===== config.mk =====
export PLATFORM = sky130hd
export DESIGN_NAME = slope_line_rasterizer
export DESIGN_NICKNAME = d
export VERILOG_FILES = /design/src/hdl/slr_pkg.sv /design/src/hdl/slr_useq.sv /design/src/hdl/slr_dpath.sv /design/src/hdl/slope_line_rasterizer.sv
export SDC_FILE = /design/constraint.sdc
export NUM_CORES = 1
export LEC_CHECK = 0
export BUFFER_PORTS_ARGS = -buffer_cell sky130_fd_sc_hd__clkbuf_2
export CORE_ASPECT_RATIO = 1.75
export CORE_MARGIN = 1.5
export CORE_UTILIZATION = 45
export CTS_CLUSTER_SIZE = 8
export DETAILED_ROUTE_END_ITERATION = 6
export PLACE_DENSITY = 0.66
export SLEW_MARGIN = 20
export SYNTH_ARGS = -nofsm -noshare
export SYNTH_HDL_FRONTEND = slang
export SYNTH_SLANG_ARGS = --single-unit

===== constraint.sdc =====
create_clock -name clk -period 7.4 [get_ports clk]
set_input_delay 0.74 -clock clk [delete_from_list [all_inputs] [get_ports clk]]
set_output_delay 0.74 -clock clk [all_outputs]
set_load 0.005 [all_outputs]

===== src/hdl/slr_pkg.sv =====
`timescale 1ns / 1ps

package slr_pkg;

  localparam int COORD_BITS      = 12;
  localparam int OUT_FRAC_BITS   = 8;
  localparam int SLOPE_FRAC_BITS = 16;

  localparam int OUT_W      = COORD_BITS + OUT_FRAC_BITS;
  localparam int ACC_W      = COORD_BITS + SLOPE_FRAC_BITS;
  localparam int SLOPE_W    = SLOPE_FRAC_BITS + 2;
  localparam int QUO_W      = SLOPE_FRAC_BITS + 1;
  localparam int CNT_W      = $clog2(SLOPE_FRAC_BITS + 1);
  localparam int IN_DATA_W  = ((4 * COORD_BITS + 7) / 8) * 8;
  localparam int OUT_DATA_W = ((2 * OUT_W + 7) / 8) * 8;

  localparam logic CMD_START = 1'b0;
  localparam logic CMD_STEP  = 1'b1;

  localparam int PC_W     = 2;
  localparam int PROG_LEN = 4;

  localparam logic [PC_W-1:0] PC_TAKE   = 2'd0;
  localparam logic [PC_W-1:0] PC_SETUP  = 2'd1;
  localparam logic [PC_W-1:0] PC_DIV    = 2'd2;
  localparam logic [PC_W-1:0] PC_FINISH = 2'd3;

  typedef enum logic [1:0] {OP_TAKE, OP_SETUP, OP_DIV, OP_FINISH} op_t;

  // jump to target when the condition holds, else fall through
  typedef enum logic [1:0] {CND_ALWAYS, CND_NO_START, CND_ZERO_LEN, CND_DIV_MORE} cond_t;

  typedef struct packed {
    op_t             op;
    cond_t           cond;
    logic [PC_W-1:0] target;
  } uword_t;

  typedef struct packed {
    logic start_taken;
    logic zero_len;
    logic div_more;
  } dp_status_t;

  localparam uword_t UPROG [PROG_LEN] = '{
    '{op: OP_TAKE,   cond: CND_NO_START, target: PC_TAKE},
    '{op: OP_SETUP,  cond: CND_ZERO_LEN, target: PC_TAKE},
    '{op: OP_DIV,    cond: CND_DIV_MORE, target: PC_DIV},
    '{op: OP_FINISH, cond: CND_ALWAYS,   target: PC_TAKE}
  };

endpackage


===== src/hdl/slr_useq.sv =====
`timescale 1ns / 1ps

module slr_useq (
  input  logic                clk,
  input  logic                rst,
  input  slr_pkg::dp_status_t status,
  output slr_pkg::uword_t     uw
);
  import slr_pkg::*;

  logic [PC_W-1:0] pc;
  logic [PC_W-1:0] pc_next;
  logic            jump;

  assign uw = UPROG[pc];

  always_comb begin
    case (uw.cond)
      CND_ALWAYS:   jump = 1'b1;
      CND_NO_START: jump = !status.start_taken;
      CND_ZERO_LEN: jump = status.zero_len;
      CND_DIV_MORE: jump = status.div_more;
      default:      jump = 1'b1;
    endcase
    pc_next = jump ? uw.target : pc + PC_W'(1);
  end

  always_ff @(posedge clk) begin
    if (rst) begin
      pc <= PC_TAKE;
    end else begin
      pc <= pc_next;
    end
  end

endmodule


===== src/hdl/slr_dpath.sv =====
`timescale 1ns / 1ps

module slr_dpath (
  input  logic                                clk,
  input  logic                                rst,
  input  slr_pkg::op_t                        op,
  output slr_pkg::dp_status_t                 status,
  input  logic                                s_tvalid,
  output logic                                s_tready,
  input  logic                                s_tuser,
  input  logic [slr_pkg::IN_DATA_W-1:0]       s_tdata,
  output logic                                m_tvalid,
  input  logic                                m_tready,
  output logic [slr_pkg::OUT_DATA_W-1:0]      m_tdata,
  output logic                                m_tlast
);
  import slr_pkg::*;

  localparam int RND_SH = SLOPE_FRAC_BITS - OUT_FRAC_BITS;

  logic [COORD_BITS-1:0] ax, ay, bx, by;
  logic                  line_active;
  logic                  major_is_x;
  logic                  step_backward;
  logic                  minor_neg;
  logic [COORD_BITS-1:0] current_major;
  logic [COORD_BITS-1:0] final_major;
  logic [ACC_W-1:0]      minor_accumulator;
  logic [SLOPE_W-1:0]    slope_value;
  logic [COORD_BITS-1:0] divisor;
  logic [COORD_BITS-1:0] rem;
  logic [QUO_W-1:0]      quo;
  logic [CNT_W-1:0]      cnt;

  logic                  accept;
  logic                  emit;
  logic [COORD_BITS:0]   dx, dy, dx_neg, dy_neg;
  logic [COORD_BITS-1:0] adx, ady, admaj, admin, minor_start;
  logic                  mx;
  logic [COORD_BITS:0]   rem_shift;
  logic                  rem_ge;
  logic [OUT_W-1:0]      maj_out, min_out;
  logic                  last;

  function automatic logic [OUT_W-1:0] mx_out_y(input logic         is_x,
                                                input logic [OUT_W-1:0] maj,
                                                input logic [OUT_W-1:0] mnr);
    mx_out_y = is_x ? mnr : maj;
  endfunction

  assign s_tready = (op == OP_TAKE) && (!m_tvalid || m_tready);
  assign accept   = s_tvalid && s_tready;
  assign emit     = accept && (s_tuser == CMD_STEP) && line_active;

  always_comb begin
    dx     = {1'b0, bx} - {1'b0, ax};
    dy     = {1'b0, by} - {1'b0, ay};
    dx_neg = (COORD_BITS + 1)'(0) - dx;
    dy_neg = (COORD_BITS + 1)'(0) - dy;
    adx    = dx[COORD_BITS] ? dx_neg[COORD_BITS-1:0] : dx[COORD_BITS-1:0];
    ady    = dy[COORD_BITS] ? dy_neg[COORD_BITS-1:0] : dy[COORD_BITS-1:0];
    mx     = adx >= ady;
    admaj  = mx ? adx : ady;
    admin  = mx ? ady : adx;
    minor_start = mx ? ay : ax;
  end

  assign status.start_taken = accept && (s_tuser == CMD_START);
  assign status.zero_len    = (ax == bx) && (ay == by);
  assign status.div_more    = cnt != CNT_W'(1);

  // one restoring divide step per cycle
  assign rem_shift = {rem, 1'b0};
  assign rem_ge    = rem_shift >= {1'b0, divisor};

  assign maj_out = OUT_W'(current_major) << OUT_FRAC_BITS;
  assign last    = current_major == final_major;

  generate
    if (SLOPE_FRAC_BITS > OUT_FRAC_BITS) begin : g_round
      logic [ACC_W:0] rsum;
      logic [OUT_W:0] rq;
      assign rsum    = {1'b0, minor_accumulator} + ((ACC_W + 1)'(1) << (RND_SH - 1));
      assign rq      = rsum[ACC_W:RND_SH];
      assign min_out = rq[OUT_W] ? {OUT_W{1'b1}} : rq[OUT_W-1:0];
    end else begin : g_shift
      assign min_out = OUT_W'(minor_accumulator) << (OUT_FRAC_BITS - SLOPE_FRAC_BITS);
    end
  endgenerate

  always_ff @(posedge clk) begin
    if (rst) begin
      line_active <= 1'b0;
      m_tvalid    <= 1'b0;
    end else begin
      if (emit) begin
        m_tvalid <= 1'b1;
      end else if (m_tready) begin
        m_tvalid <= 1'b0;
      end
      case (op)
        OP_TAKE: begin
          if (emit && last) begin
            line_active <= 1'b0;
          end
        end
        OP_SETUP: begin
          line_active <= 1'b0;
        end
        OP_DIV: begin
        end
        OP_FINISH: begin
          line_active <= 1'b1;
        end
        default: begin
        end
      endcase
    end

    case (op)
      OP_TAKE: begin
        if (status.start_taken) begin
          ax <= s_tdata[COORD_BITS-1:0];
          ay <= s_tdata[2*COORD_BITS-1:COORD_BITS];
          bx <= s_tdata[3*COORD_BITS-1:2*COORD_BITS];
          by <= s_tdata[4*COORD_BITS-1:3*COORD_BITS];
        end
        if (emit) begin
          m_tdata <= OUT_DATA_W'({mx_out_y(major_is_x, maj_out, min_out),
                                  major_is_x ? maj_out : min_out});
          m_tlast <= last;
          if (!last) begin
            current_major     <= step_backward ? current_major - COORD_BITS'(1)
                                               : current_major + COORD_BITS'(1);
            minor_accumulator <= minor_accumulator +
                                 {{(ACC_W - SLOPE_W){slope_value[SLOPE_W-1]}}, slope_value};
          end
        end
      end
      OP_SETUP: begin
        major_is_x        <= mx;
        step_backward     <= mx ? dx[COORD_BITS] : dy[COORD_BITS];
        minor_neg         <= mx ? dy[COORD_BITS] : dx[COORD_BITS];
        current_major     <= mx ? ax : ay;
        final_major       <= mx ? bx : by;
        minor_accumulator <= ACC_W'(minor_start) << SLOPE_FRAC_BITS;
        divisor           <= admaj;
        cnt               <= CNT_W'(SLOPE_FRAC_BITS);
        if (admin >= admaj) begin
          quo <= QUO_W'(1);
          rem <= admin - admaj;
        end else begin
          quo <= '0;
          rem <= admin;
        end
      end
      OP_DIV: begin
        rem <= rem_ge ? COORD_BITS'(rem_shift - {1'b0, divisor}) : rem_shift[COORD_BITS-1:0];
        quo <= {quo[QUO_W-2:0], rem_ge};
        cnt <= cnt - CNT_W'(1);
      end
      OP_FINISH: begin
        slope_value <= minor_neg ? SLOPE_W'(0) - SLOPE_W'(quo) : SLOPE_W'(quo);
      end
      default: begin
      end
    endcase
  end

endmodule


===== src/hdl/slope_line_rasterizer.sv =====
`timescale 1ns / 1ps

// channel   dir  fields
// s_*       in   tuser: command (0 start, 1 step); tdata: first_x, first_y, second_x, second_y
// m_*       out  tdata: point_x, point_y (Q12.8); tlast: last_point
//
// a step word is taken every cycle while the output drains: one point per cycle on a live line
// a start word holds the sequencer after acceptance: setup, 16 restoring divide steps for
// the slope, finish; identical endpoints release it after setup alone
// rst is synchronous: sequencer back to its first step, no active line, output empty
// a stalled output keeps its word; input is held off until the output register frees

module slope_line_rasterizer (
  input  logic                            clk,
  input  logic                            rst,
  input  logic                            s_tvalid,
  output logic                            s_tready,
  input  logic                            s_tuser,  // command
  input  logic [slr_pkg::IN_DATA_W-1:0]   s_tdata,  // first_x, first_y, second_x, second_y
  output logic                            m_tvalid,
  input  logic                            m_tready,
  output logic [slr_pkg::OUT_DATA_W-1:0]  m_tdata,  // point_x, point_y
  output logic                            m_tlast
);
  import slr_pkg::*;

  uword_t     uw;
  dp_status_t status;

  slr_useq u_useq (
    .clk    (clk),
    .rst    (rst),
    .status (status),
    .uw     (uw)
  );

  slr_dpath u_dpath (
    .clk      (clk),
    .rst      (rst),
    .op       (uw.op),
    .status   (status),
    .s_tvalid (s_tvalid),
    .s_tready (s_tready),
    .s_tuser  (s_tuser),
    .s_tdata  (s_tdata),
    .m_tvalid (m_tvalid),
    .m_tready (m_tready),
    .m_tdata  (m_tdata),
    .m_tlast  (m_tlast)
  );

endmodule


==> parameters.txt <==
Parameter                              Value

Clock tree
  Clock transition at the registers of the reported paths    0.05 ns
  CTS Buf Count    30
  Root cell of the clock tree    sky130_fd_sc_hd__clkbuf_16
  Sink count of the clock tree    212
  Post-cts hold buffer count    0
  Clock H-tree levels    1
  Maximum number of buffers from clock root to sink    3
  Clock latency on the worst-skew pair    0.56 ns
  Post-cts resize count    0
  CTS tree    done
  Postcts setup bufs    0

Cells and area
  Fillers    2902
  Total area of multi-input combinational cells    7450 µm²
  Final nets    1715
  Antenna cell count    0
  Area overhead of the layout relative to synthesis    13.1%
  Sequential cell area    6330 µm²
  Layout cell share with drive strength beyond 1    0.139
  Share of the core filled with cells    0.517

Worst setup path
  Category of the worst setup path capture point    flop
  Data arrival time at the worst-slack endpoint    7.34 ns
  Startpoint of the worst register-to-register path    u_dpath.by[5]$_DFFE_PP_
  Launch point of the worst path    u_dpath.by[5]$_DFFE_PP_
  Kind of critical path    reg -> reg
  Required time at the endpoint of the critical path    7.66 ns
  Last element of the critical path    u_dpath.rem[2]$_DFFE_PP_
  Max Fanout on Critical Path    22
  Worst R2R End    u_dpath.rem[2]$_DFFE_PP_
  Worst Setup Start Kind    flop
  Worst Reg-to-Reg Cells    25
  Setup slack on the worst flop-to-flop path    0.32 ns

STA
  Crit share post-route    0.957
  Final worst clock skew    0.0301 ns
  Max-slew violations    0
  RSZ-0062 raised after global routing    false
  Transition time at the pin with the least slew margin    0.884 ns
  Final setup violation count    0
  Total count of hold-check failures in the final report    0
  Tightest slew margin relative to the limit    0.403
  Shortest period the worst path allows    7.08 ns
  Setup slack after layout    0.317 ns
  Setup tns final    0 ns
  Max Fclk    141 MHz

Logic synthesis
  Number of unique standard cell types used by synthesis    92
  Average size of a mapped cell    9.91 µm²
  Multiplexer share of the synthesized area    0.0210
  Area fraction in and, or, nand and nor cells after synthesis    0.160
  Number of instances in the synthesized netlist    1450
  Number of enable-type register cells in the synthesized netlist    208
  Top_reg_cell synth    sky130_fd_sc_hd__edfxtp_1
  Number of flip-flops and latches in the synthesized netlist    212
  Share of synthesized area occupied by flip-flops and latches    0.440
  Largest family of logic cells by synthesized area    compound AO/OA/AOI/OAI gates
  XOR/XNOR Fraction of Synth Area    0.0682
  Complex-gate fraction of the synthesized area    0.179
  Async SR Flop Fraction    0
  Area of the mapped netlist    14400 µm²
  Share of synthesized cell area in full adder, half adder and majority cells    0.0896
  Synth warn    0
  Net count of the mapped netlist    1602

Floorplan
  Vertical die dimension    239 µm
  Die area    33000 µm²
  Initial core utilization    0.457
  IO Count    96
  Cell row count    86
  Total core area    31400 µm²
  Die width    138 µm

Global routing
  Pin count of the biggest net entering global routing    67
  Antenna violations before repair    0
  Vias in the first global route    11200
  First-pass GRT wire length    60.0 mm
  Total global-route track usage    0.230
  GRT Residual Overflow    0

Pwr
  Leakage    6.43 nW
  Overall power of the completed layout    7.09 mW
  Worst ir drop on vdd    0.000305 V
  Power density over the cells    437 nW/µm²

Placement
  Port Buffer Count    95
  Total half-perimeter wirelength after legalization and detailed placement    29.7 mm
  Post-Place Setup Slack    0.357 ns
  Gp weighted congestion    0.950

Drt
  Routed via count    11200
  Router iterations before antenna repair    4
  First DRT Iteration DRCs    546
  DR vias/cell    5.70
  Total wire length    38.1 mm
  Detail-routed net length per standard cell    19.3 µm
  Final routed DRC violation total    0
  Post-route antenna net violation count    0

Flow run
  MaxCap Viol Count    0

Status
  Result of the run    finished, final reports clean

Hold path
  Type of the most critical hold path    in -> reg
==> worst max-delay path, stage by stage (launching register included) <==
cell and delay [ns]:
sky130_fd_sc_hd__edfxtp_1 0.39, sky130_fd_sc_hd__ha_1 0.52, sky130_fd_sc_hd__and3_1 0.34, sky130_fd_sc_hd__a221o_1 0.23, sky130_fd_sc_hd__a21oi_1 0.07, sky130_fd_sc_hd__o211ai_1 0.70
sky130_fd_sc_hd__nor2_1 0.14, sky130_fd_sc_hd__xnor2_1 0.51, sky130_fd_sc_hd__ha_1 0.42, sky130_fd_sc_hd__a21oi_1 0.21, sky130_fd_sc_hd__o21bai_1 0.08, sky130_fd_sc_hd__a21oi_1 0.18
sky130_fd_sc_hd__o21ai_0 0.13, sky130_fd_sc_hd__a21o_1 0.19, sky130_fd_sc_hd__maj3_1 0.41, sky130_fd_sc_hd__nand4_2 0.19, sky130_fd_sc_hd__and4_1 0.24, sky130_fd_sc_hd__a21oi_1 0.07
sky130_fd_sc_hd__ha_1 0.22, sky130_fd_sc_hd__o31ai_1 0.33, sky130_fd_sc_hd__o221ai_2 0.23, sky130_fd_sc_hd__o21ai_4 0.22, sky130_fd_sc_hd__a31oi_4 0.14, sky130_fd_sc_hd__buf_4 0.23
sky130_fd_sc_hd__a311oi_1 0.31, sky130_fd_sc_hd__a21oi_1 0.07
==> Yosys cell counts (11+ instances only) <==
| cell | number | share of area |
|---|---|---|
| sky130_fd_sc_hd__o211ai_1 | 15 | 0.0078 |
| sky130_fd_sc_hd__a21o_1 | 25 | 0.013 |
| sky130_fd_sc_hd__xor2_1 | 34 | 0.021 |
| sky130_fd_sc_hd__nor3_1 | 27 | 0.0094 |
| sky130_fd_sc_hd__and2_1 | 27 | 0.012 |
| sky130_fd_sc_hd__clkbuf_1 | 40 | 0.010 |
| sky130_fd_sc_hd__a21oi_1 | 108 | 0.038 |
| sky130_fd_sc_hd__o21ai_0 | 78 | 0.027 |
| sky130_fd_sc_hd__and3_1 | 25 | 0.011 |
| sky130_fd_sc_hd__edfxtp_1 | 208 | 0.43 |
| sky130_fd_sc_hd__mux2_2 | 14 | 0.011 |
| sky130_fd_sc_hd__nand4_1 | 14 | 0.0061 |
| sky130_fd_sc_hd__inv_1 | 99 | 0.026 |
| sky130_fd_sc_hd__a211oi_1 | 29 | 0.015 |
| sky130_fd_sc_hd__a21boi_0 | 15 | 0.0078 |
| sky130_fd_sc_hd__ha_1 | 94 | 0.082 |
| sky130_fd_sc_hd__o31ai_1 | 16 | 0.0084 |
| sky130_fd_sc_hd__nand2b_1 | 20 | 0.0087 |
| sky130_fd_sc_hd__nor2b_1 | 15 | 0.0065 |
| sky130_fd_sc_hd__mux2i_1 | 11 | 0.0077 |
| sky130_fd_sc_hd__nand3_1 | 30 | 0.010 |
| sky130_fd_sc_hd__xnor2_1 | 76 | 0.046 |
| sky130_fd_sc_hd__a31oi_1 | 14 | 0.0061 |
| sky130_fd_sc_hd__nor2_1 | 120 | 0.031 |
| sky130_fd_sc_hd__nand2_1 | 128 | 0.033 |
==> routing by layer <==
layer	vias to the layer above	wire length, µm	track usage
li1	5553	-	-
met1	5400	14400	0.246
met2	218	21000	0.453
met3	72	1150	0.0216
met4	0	1530	0.0979
met5	-	0	0
==> kinds of logic after synthesis <==
family	count (synthesis)
mux	27
compound gates	385
simple gates	463
xor+xnor	111
fa+ha+maj	100
flops	212
buf+inv	152
==> layout by cell type, fill, tap and decap left out, drive strengths merged, types with 5 or more instances in the layout <==
cell type / instances
clkbuf: 138
fa: 5
nor2b: 15
buf: 38
xnor2: 77
nand3: 30
nand2b: 20
or2: 9
o211ai: 16
ha: 94
o31ai: 16
a211oi: 29
nor4: 7
and3: 26
a21boi: 15
or3: 6
nor2: 121
or4: 7
o21a: 9
o21ai: 85
a31oi: 17
mux2: 15
edfxtp: 208
mux2i: 12
a2111oi: 7
xor2: 34
inv: 100
nand4: 15
and2: 29
and4: 5
a21oi: 109
a221oi: 5
nand2: 128
o31a: 8
a21o: 25
nor3: 28
==> flip-flops by register name (all words and copies together), names as in the netlist <==
signal	flops
u_dpath.current_major	12
u_dpath.m_tlast	1
u_dpath.minor_neg	1
u_dpath.cnt	5
u_dpath.divisor	12
u_dpath.ax	12
u_dpath.slope_value	18
u_dpath.rem	12
u_dpath.bx	12
u_dpath.line_active	1
u_dpath.major_is_x	1
u_dpath.final_major	12
u_dpath.quo	17
u_dpath.m_tvalid	1
u_useq.pc	2
u_dpath.step_backward	1
u_dpath.by	12
u_dpath.m_tdata	40
u_dpath.minor_accumulator	28
u_dpath.ay	12
==> power by group <==
group | internal (mW) | total [mW] | switching (mW)
Clock | 0.748 | 1.24 | 0.488
Combinational | 1.51 | 4.01 | 2.50
Sequential | 1.72 | 1.85 | 0.127
Total | 3.98 | 7.09 | 3.11
==> final cells by class <==
type,instances,share of cell area
Clock buffer,43,0.0505
Clock inverter,1,0.000308
Inverter,100,0.0233
Multi-Input combinational cell,1086,0.459
Sequential cell,212,0.390
Tap cell,396,0.0305
Timing Repair Buffer,133,0.0468
==> stage by stage <==
step / area [µm²] / hold slack (ns) / cells
final: 16200 / 0.353 / 1971
after global routing: 16200 / 0.336 / 1971
after CTS: 16200 / 0.331 / 1971
after detailed placement: 15400 / 0.487 / 1927
after global placement: 15400 / 0.476 / 1927
after floorplan: 14400 / 0.441 / 1450
==> worst min path at each step <==
stage                                        startpoint                               end  slack (ns)  depth (start not counted)
after floorplan                u_dpath.quo[0]$_DFFE_PP_  u_dpath.slope_value[0]$_DFFE_PP_        0.44                          0
after global placement          u_useq.pc[0]$_SDFF_PP0_           u_useq.pc[0]$_SDFF_PP0_        0.48                          1
final                                       s_tdata[26]           u_dpath.bx[2]$_DFFE_PP_        0.35                          1
after global routing                        s_tdata[26]           u_dpath.bx[2]$_DFFE_PP_        0.34                          1
after CTS                                   s_tdata[26]           u_dpath.bx[2]$_DFFE_PP_        0.33                          1
after detailed placement  u_dpath.m_tvalid$_SDFFE_PP0P_     u_dpath.m_tvalid$_SDFFE_PP0P_        0.49                          2
Power figures use the tool's default switching activity.
